## config.mk

```make
export PLATFORM = sky130hd
export DESIGN_NAME = grid_wrap_clip_linear_index
export DESIGN_NICKNAME = d
export VERILOG_FILES = /design/src/design/gwc_pkg.sv /design/src/design/grid_wrap_clip_linear_index.sv /design/src/design/gwc_mod_cell.sv /design/src/design/gwc_mac_cell.sv
export SDC_FILE = /design/constraint.sdc
export NUM_CORES = 2
export LEC_CHECK = 0
export ABC_AREA = 1
export BUFFER_PORTS_ARGS = -buffer_cell sky130_fd_sc_hd__buf_2
export CORE_MARGIN = 2
export CORE_UTILIZATION = 62
export CTS_CLUSTER_DIAMETER = 40
export DETAILED_ROUTE_END_ITERATION = 7
export GPL_TIMING_DRIVEN = 0
export PLACE_DENSITY = 0.79
export SLEW_MARGIN = 15
export SYNTH_ARGS = -nofsm -noshare
export SYNTH_HDL_FRONTEND = slang
export SYNTH_SLANG_ARGS = --single-unit
```

## constraint.sdc

```tcl
create_clock -name clk -period 8.9 [get_ports clk]
set_input_delay 0.89 -clock clk [delete_from_list [all_inputs] [get_ports clk]]
set_output_delay 0.89 -clock clk [all_outputs]
set_load 0.05 [all_outputs]
```

## src/design/gwc_pkg.sv

```systemverilog
// Shared widths, register indexes and pipeline word types for the grid wrap/clip indexer.
package gwc_pkg;

  // Grid shape
  localparam int NumDims    = 4;
  localparam int MaxDivs    = 256;
  localparam int CoordW     = 16;
  localparam int DivsW      = 9;
  localparam int FixedW     = 8;
  localparam int IndexW     = 32;
  localparam int WrapW      = NumDims;

  // Pipeline depth: one remainder bit per cell, one Horner step per cell
  localparam int ModStages  = CoordW;
  localparam int MacStages  = NumDims;
  localparam int ChainLen   = ModStages + MacStages;

  // Configuration port
  localparam int CfgIndexW  = 3;
  localparam int CfgDataW   = DivsW;

  localparam logic [CfgIndexW-1:0] RegDivsDim0 = 3'd0;
  localparam logic [CfgIndexW-1:0] RegDivsDim1 = 3'd1;
  localparam logic [CfgIndexW-1:0] RegDivsDim2 = 3'd2;
  localparam logic [CfgIndexW-1:0] RegDivsDim3 = 3'd3;
  localparam logic [CfgIndexW-1:0] RegWrapMask = 3'd4;

  localparam logic [DivsW-1:0] DivsReset = 9'd16;
  localparam logic [WrapW-1:0] WrapReset = '0;

  // Stream word widths
  localparam int InDataW  = NumDims * CoordW;
  localparam int OutDataW = IndexW + NumDims * FixedW;

  typedef logic [NumDims-1:0][DivsW-1:0] divs_arr_t;

  // One lane of the remainder chain
  typedef struct packed {
    logic              neg;   // coordinate was negative
    logic [CoordW-1:0] mag;   // magnitude bits still to shift in, MSB first
    logic [FixedW-1:0] rem;   // partial remainder, always below the divisor
    logic [FixedW-1:0] clip;  // clipped coordinate for a non-wrapping lane
  } lane_t;

  typedef lane_t [NumDims-1:0] mod_word_t;

  // Word of the Horner chain
  typedef struct packed {
    logic [NumDims-1:0][FixedW-1:0] fixed;
    logic [IndexW-1:0]              acc;
  } idx_word_t;

endpackage

```

## src/design/grid_wrap_clip_linear_index.sv

```systemverilog
// Top level: configuration registers, the remainder cell row, the Horner cell row and the stream ports.
//
// Takes one word of four signed 16-bit grid coordinates and returns the wrapped or
// clipped coordinates and their row-major linear index (dimension 0 fastest). A new word
// is accepted every cycle while the output is not stalled; the pipeline is the row of 16
// remainder cells (one magnitude bit per cell, all four lanes side by side) followed by
// 4 multiply-add cells (one dimension per cell). Every cell holds its word until the next
// one frees up, so the input keeps flowing while a result waits at the output until all
// 20 cells hold a word. A division
// count of 0 acts as 1 and counts above 256 act as 256. The division counts are read directly
// by all cells and the wrap mask between the rows, so write them only while no word is in flight.
module grid_wrap_clip_linear_index (
  input  logic                            clk,
  input  logic                            rst,
  // Input stream: coord_dim0, coord_dim1, coord_dim2, coord_dim3 (16 bits each, signed)
  input  logic                            s_axis_tvalid,
  output logic                            s_axis_tready,
  input  logic [gwc_pkg::InDataW-1:0]     s_axis_tdata,
  // Output stream: state_index (32), fixed_dim0, fixed_dim1, fixed_dim2, fixed_dim3 (8 each)
  output logic                            m_axis_tvalid,
  input  logic                            m_axis_tready,
  output logic [gwc_pkg::OutDataW-1:0]    m_axis_tdata,
  // Configuration write channel
  input  logic                            cfg_valid,
  output logic                            cfg_ready,
  input  logic [gwc_pkg::CfgIndexW-1:0]   cfg_index,
  input  logic [gwc_pkg::CfgDataW-1:0]    cfg_data
);
  import gwc_pkg::*;

  divs_arr_t        divs_reg;
  logic [WrapW-1:0] wrap_mask;
  divs_arr_t        divs_eff;

  logic [ChainLen:0] v;
  logic [ChainLen:0] r;
  mod_word_t         mw [ModStages+1];
  idx_word_t         aw [MacStages+1];

  logic in_acc;
  logic out_acc;

  // Configuration registers
  assign cfg_ready = 1'b1;

  always_ff @(posedge clk) begin
    if (rst) begin
      for (int d = 0; d < NumDims; d++) begin
        divs_reg[d] <= DivsReset;
      end
      wrap_mask <= WrapReset;
    end else if (cfg_valid && cfg_ready) begin
      unique case (cfg_index)
        RegDivsDim0: divs_reg[0] <= cfg_data[DivsW-1:0];
        RegDivsDim1: divs_reg[1] <= cfg_data[DivsW-1:0];
        RegDivsDim2: divs_reg[2] <= cfg_data[DivsW-1:0];
        RegDivsDim3: divs_reg[3] <= cfg_data[DivsW-1:0];
        RegWrapMask: wrap_mask   <= cfg_data[WrapW-1:0];
        default: ;
      endcase
    end
  end

  // Saturate division counts into 1..MaxDivs
  always_comb begin
    for (int d = 0; d < NumDims; d++) begin
      priority if (divs_reg[d] == '0) begin
        divs_eff[d] = DivsW'(1);
      end else if (divs_reg[d] > DivsW'(MaxDivs)) begin
        divs_eff[d] = DivsW'(MaxDivs);
      end else begin
        divs_eff[d] = divs_reg[d];
      end
    end
  end

  // Split sign and magnitude, and work out the clipped value up front
  always_comb begin
    logic [CoordW-1:0] c;
    c = '0;
    for (int l = 0; l < NumDims; l++) begin
      c           = s_axis_tdata[l*CoordW +: CoordW];
      mw[0][l].neg = c[CoordW-1];
      mw[0][l].mag = c[CoordW-1] ? CoordW'(-c) : c;
      mw[0][l].rem = '0;
      priority if (c[CoordW-1]) begin
        mw[0][l].clip = '0;
      end else if (c >= CoordW'(divs_eff[l])) begin
        mw[0][l].clip = FixedW'(divs_eff[l] - DivsW'(1));
      end else begin
        mw[0][l].clip = c[FixedW-1:0];
      end
    end
  end

  assign v[0]          = s_axis_tvalid;
  assign s_axis_tready = r[0];

  // Remainder cell row
  for (genvar i = 0; i < ModStages; i++) begin : g_mod
    gwc_mod_cell u_cell (
      .clk       (clk),
      .rst       (rst),
      .in_valid  (v[i]),
      .in_ready  (r[i]),
      .in_word   (mw[i]),
      .divs      (divs_eff),
      .out_valid (v[i+1]),
      .out_ready (r[i+1]),
      .out_word  (mw[i+1])
    );
  end

  // Turn remainders into floor-mod results, or take the clipped value
  always_comb begin
    aw[0].acc = '0;
    for (int l = 0; l < NumDims; l++) begin
      if (!wrap_mask[l]) begin
        aw[0].fixed[l] = mw[ModStages][l].clip;
      end else if (mw[ModStages][l].neg && (mw[ModStages][l].rem != '0)) begin
        aw[0].fixed[l] = FixedW'(divs_eff[l] - DivsW'(mw[ModStages][l].rem));
      end else begin
        aw[0].fixed[l] = mw[ModStages][l].rem;
      end
    end
  end

  // Horner cell row, highest dimension first
  for (genvar j = 0; j < MacStages; j++) begin : g_mac
    gwc_mac_cell u_cell (
      .clk       (clk),
      .rst       (rst),
      .in_valid  (v[ModStages+j]),
      .in_ready  (r[ModStages+j]),
      .in_word   (aw[j]),
      .divs      (divs_eff[NumDims-1-j]),
      .fixed     (aw[j].fixed[NumDims-1-j]),
      .out_valid (v[ModStages+j+1]),
      .out_ready (r[ModStages+j+1]),
      .out_word  (aw[j+1])
    );
  end

  // Output word
  assign m_axis_tvalid = v[ChainLen];
  assign r[ChainLen]   = m_axis_tready;
  assign m_axis_tdata  = {aw[MacStages].fixed, aw[MacStages].acc};

  assign in_acc  = s_axis_tvalid && s_axis_tready;
  assign out_acc = m_axis_tvalid && m_axis_tready;

  // An accepted word lands in the first remainder cell
  a_entry_lands: assert property (@(posedge clk) disable iff (rst)
    in_acc |=> v[1])
    else $error("accepted word missing from first remainder cell");

  // A word handed from the remainder row lands in the first Horner cell
  a_handoff_lands: assert property (@(posedge clk) disable iff (rst)
    (v[ModStages] && r[ModStages]) |=> v[ModStages+1])
    else $error("word lost between remainder and Horner rows");

  // Occupancy changes only by words accepted and words delivered
  a_occupancy: assert property (@(posedge clk) disable iff (rst)
    !$past(rst) |-> ($countones(v[ChainLen:1]) ==
      $past($countones(v[ChainLen:1])) + int'($past(in_acc)) - int'($past(out_acc))))
    else $error("cell row dropped or duplicated a word");

endmodule

```

## src/design/gwc_mod_cell.sv

```systemverilog
// One restoring remainder step for every lane, registered, with bubble-collapsing flow control.
module gwc_mod_cell (
  input  logic               clk,
  input  logic               rst,
  input  logic               in_valid,
  output logic               in_ready,
  input  gwc_pkg::mod_word_t in_word,
  input  gwc_pkg::divs_arr_t divs,
  output logic               out_valid,
  input  logic               out_ready,
  output gwc_pkg::mod_word_t out_word
);
  import gwc_pkg::*;

  mod_word_t out_word_next;

  // Shift in the next magnitude bit and subtract the divisor when it fits
  always_comb begin
    logic [FixedW:0] trial;
    trial = '0;
    out_word_next = in_word;
    for (int l = 0; l < NumDims; l++) begin
      trial                = {in_word[l].rem, in_word[l].mag[CoordW-1]};
      out_word_next[l].mag = {in_word[l].mag[CoordW-2:0], 1'b0};
      if (trial >= divs[l]) begin
        out_word_next[l].rem = FixedW'(trial - divs[l]);
      end else begin
        out_word_next[l].rem = trial[FixedW-1:0];
      end
    end
  end

  // Take a word when empty or when the held word moves on
  assign in_ready = !out_valid || out_ready;

  always_ff @(posedge clk) begin
    if (rst) begin
      out_valid <= 1'b0;
    end else if (in_ready) begin
      out_valid <= in_valid;
    end
  end

  always_ff @(posedge clk) begin
    if (in_ready && in_valid) begin
      out_word <= out_word_next;
    end
  end

endmodule

```

## src/design/gwc_mac_cell.sv

```systemverilog
// One Horner step acc * divs + fixed, registered, with bubble-collapsing flow control.
module gwc_mac_cell (
  input  logic                         clk,
  input  logic                         rst,
  input  logic                         in_valid,
  output logic                         in_ready,
  input  gwc_pkg::idx_word_t           in_word,
  input  logic [gwc_pkg::DivsW-1:0]    divs,
  input  logic [gwc_pkg::FixedW-1:0]   fixed,
  output logic                         out_valid,
  input  logic                         out_ready,
  output gwc_pkg::idx_word_t           out_word
);
  import gwc_pkg::*;

  logic [IndexW-1:0] prod;
  idx_word_t         out_word_next;

  // Scale the running index by this dimension and add its coordinate
  always_comb begin
    prod              = in_word.acc * IndexW'(divs);
    out_word_next     = in_word;
    out_word_next.acc = prod + IndexW'(fixed);
  end

  assign in_ready = !out_valid || out_ready;

  always_ff @(posedge clk) begin
    if (rst) begin
      out_valid <= 1'b0;
    end else if (in_ready) begin
      out_valid <= in_valid;
    end
  end

  always_ff @(posedge clk) begin
    if (in_ready && in_valid) begin
      out_word <= out_word_next;
    end
  end

endmodule

```

==> results_dict.tcl <==
set metrics [dict create \
    postCtsSetupRepairBufs 0 \
    cts_buffer_depth 3 \
    cts.sinks 1835 \
    crit_start "divs_reg[8]" \
    crit_chain "inv_2 > nand2_2 > inv_2 > clkbuf_1 > nand2_1 > fa_1 > fa_1 > fa_1 > inv_1 > fa_1 > ha_1 > ha_1 > a21oi_1 > o21ai_0 > a21o_1 > nand3_1 > nand3_1 > nand2_1 > nand3_1 > a21oi_1 > nand3b_1 > nand2_1" \
    cellLeakagePower_nw 46.7 \
    tightest_slew_ns 1.25 \
    firstDrtPassIters 6 \
    fmax_mhz 123 \
    initialDrtViolationCount 6553 \
    hp-class "primary input to register" \
    crit_top_cell "fa_1" \
    grt_pass1_wl_mm 370 \
    die_w_um 406 \
    core-area_um2 161000 \
    antenna_found_initial 15 \
    ir_worst_vdd_mv 0.230 \
    reg2reg_slack_ns 0.78 \
    tns_ns 0 \
    ys_seq_area_share_pct 54.3 \
    rows 147 \
    endpoint "g_mac[3].u_cell.out_word[31]" \
    path_class "register to register" \
    cts_tree "yes" \
    gp_congestion 0.931 \
    via_count 67700 \
    cpLargestDelayFamily "adder cells" \
    hold_ws_ns 0.190 \
    routed_wl_mm 237 \
    cts_max_level 4 \
    critPathArrivalTime_ns 8.67 \
    startpoint_type "register" \
    avgSynthCellArea_um2 11.5 \
    final.setup_skew_ns 0.0895 \
    report.final.hold_viol_count 0 \
    crit_path_top_delay_cell "nand2_2" \
    grt_max_degree 65 \
    finalSetupViolCount 0 \
    yosys_warnings 0 \
    grt_pass1_vias 68900 \
    cts-root-buf "clkbuf_16" \
    worst_slew_margin_rel_pct 16.9 \
    insertion_delay_ns 0.92 \
    critical-path-max-stage-delay_ns 0.83 \
    yosys.cell_types.count 63 \
    routedWlPerCell_um 20.6 \
    end_kind "register" \
    fin_crit_ns 8.12 \
    antenna_left 0 \
    die-area_um2 165000 \
    maxCapViolations 0 \
    nets 10500 \
    layout-drive-gt1-share_pct 9.35 \
    syn_inst 8704 \
    largest_register_ffs 1568 \
    power_density_nw_per_um2 192 \
    cts_made_buffers 238 \
    io_pins 148 \
    syn2layout_area_growth_pct 13.4 \
    async_flop_share_pct 0 \
    numPortBuffers 146 \
    critPathBufInv 4 \
    rr_endpoint "g_mac[3].u_cell.out_word[31]" \
    die_h_um 406 \
    syn_nets 10000 \
    synth-edff-count 1775 \
    required_ns 9.45 \
    worstRegToRegCells 22 \
    grt_overflow_total 0 \
    initial_utilization_pct 62.5 \
    cts-resized-gates 0 \
    fin_crit_sh_pct 91.2 \
    cts.clk_slew.worst_paths_ns 0.06 \
    viasPerCell 5.87 \
    rsz0062_at_grt "no" \
    cp_max_fo 23 \
    critical_path_depth 22 \
    track_usage_pct 29.0 \
    maxSlewViolCount 0 \
    ctsHoldBuffers 0 \
    synthesis.area_um2 100000 \
    place_hpwl_mm 163 \
    reg2reg_from "divs_reg[8]" \
    drcViolationCount 0 \
    status "completed" \
    synth_ff_type "edfxtp_1" \
    ys_seq_elements 1835 \
]
metrics by stage:
| step | std cells | worst slack, ns | area, µm² | utilization, % | total power, W |
|---|---|---|---|---|---|
| after floorplan | 8704 | 1.14 | 100000 | - | 0.0115 |
| after global placement | 11000 | -2.54 | 104000 | 64.6 | 0.0121 |
| after detailed placement | 11100 | 0.940 | 106000 | 65.7 | 0.0122 |
| after CTS | 11500 | 0.906 | 114000 | 70.8 | 0.0219 |
| after global routing | 11500 | 0.464 | 114000 | 70.9 | 0.0225 |
| final | 11500 | 0.783 | 114000 | 70.9 | 0.0218 |
report_power, final:
part	total [W]	leakage [nW]	internal (W)	switching [W]
Sequential	0.00970	16.7	0.00964	0.0000613
Combinational	0.00238	26.1	0.000875	0.00150
Clock	0.00974	3.97	0.00561	0.00414
Total	0.0218	46.7	0.0161	0.00570
placed cells by master (no fill, tap or decap), types with 32 or more instances in the layout:
cell type     n
nor2_1      787
buf_4        81
buf_1        33
a21oi_1     919
nand4_1      56
nand2_1    1089
dfxtp_1      60
edfxtp_1   1775
inv_1      1000
buf_2       197
clkbuf_16   238
fa_1        406
nor4_1       38
ha_1        814
clkbuf_1     65
nor3_1       48
xor2_1      324
o21bai_1     59
clkinv_1     32
o21ai_0     230
xnor2_1     204
buf_12       33
o21ai_1     142
nand3_1     252
inv_6        39
how the worst min path moves through the flow:
stage                                        from                             to  cells past startpoint
finish                           s_axis_tdata[63]  g_mod[0].u_cell.out_word[131]                      1
global route                     s_axis_tdata[63]  g_mod[0].u_cell.out_word[131]                      1
CTS                              s_axis_tdata[63]  g_mod[0].u_cell.out_word[131]                      1
detailed placement   g_mac[0].u_cell.out_word[36]   g_mac[1].u_cell.out_word[36]                      0
global placement    g_mod[3].u_cell.out_word[131]  g_mod[4].u_cell.out_word[131]                      0
floorplan            g_mac[0].u_cell.out_word[32]   g_mac[1].u_cell.out_word[32]                      0
cell usage after synthesis (56+ instances only):
master | instances | area share [%]
fa_1 | 406 | 8.1
nand4_1 | 56 | 0.35
edfxtp_1 | 1775 | 53
o21ai_1 | 142 | 0.71
xor2_1 | 324 | 2.8
o21bai_1 | 59 | 0.44
a21oi_1 | 919 | 4.6
nor2_1 | 798 | 3.0
inv_1 | 1016 | 3.8
clkbuf_1 | 62 | 0.23
ha_1 | 814 | 10
buf_4 | 81 | 0.61
dfxtp_1 | 60 | 1.2
xnor2_1 | 204 | 1.8
o21ai_0 | 230 | 1.1
nand2_1 | 1098 | 4.1
nand3_1 | 252 | 1.3
metal layers:
layer,GRT usage (%),vias up,share of wire [%]
met5,0,-,0.013
met4,14.0,4,4.9
met3,5.18,759,8.1
met2,48.5,3148,48
met1,36.7,32700,39
li1,-,31000,-
layout make-up:
type,instances,area [µm²]
Sequential cell,1835,54500
Fill cell,10600,46800
Multi-Input combinational cell,5602,40900
Clock buffer,251,6000
Inverter,1039,3940
Tap cell,2160,2700
Clock inverter,201,2320
Timing Repair Buffer,211,2250
Buffer,228,1240
Antenna cell,10,25.0
cell families (layout without fill, tap and decap cells):
family,Yosys count,count (layout),share of synthesized area [%]
xor+xnor,528,528,4.60
compound gates,1480,1480,7.88
flops,1835,1835,54.3
simple gates,2371,2371,9.90
fa+ha+maj,1220,1220,18.2
mux,2,2,0.0212
buf+inv,1267,1930,5.10
other cells,1,11,0.00373
Power figures use the tool's default switching activity.
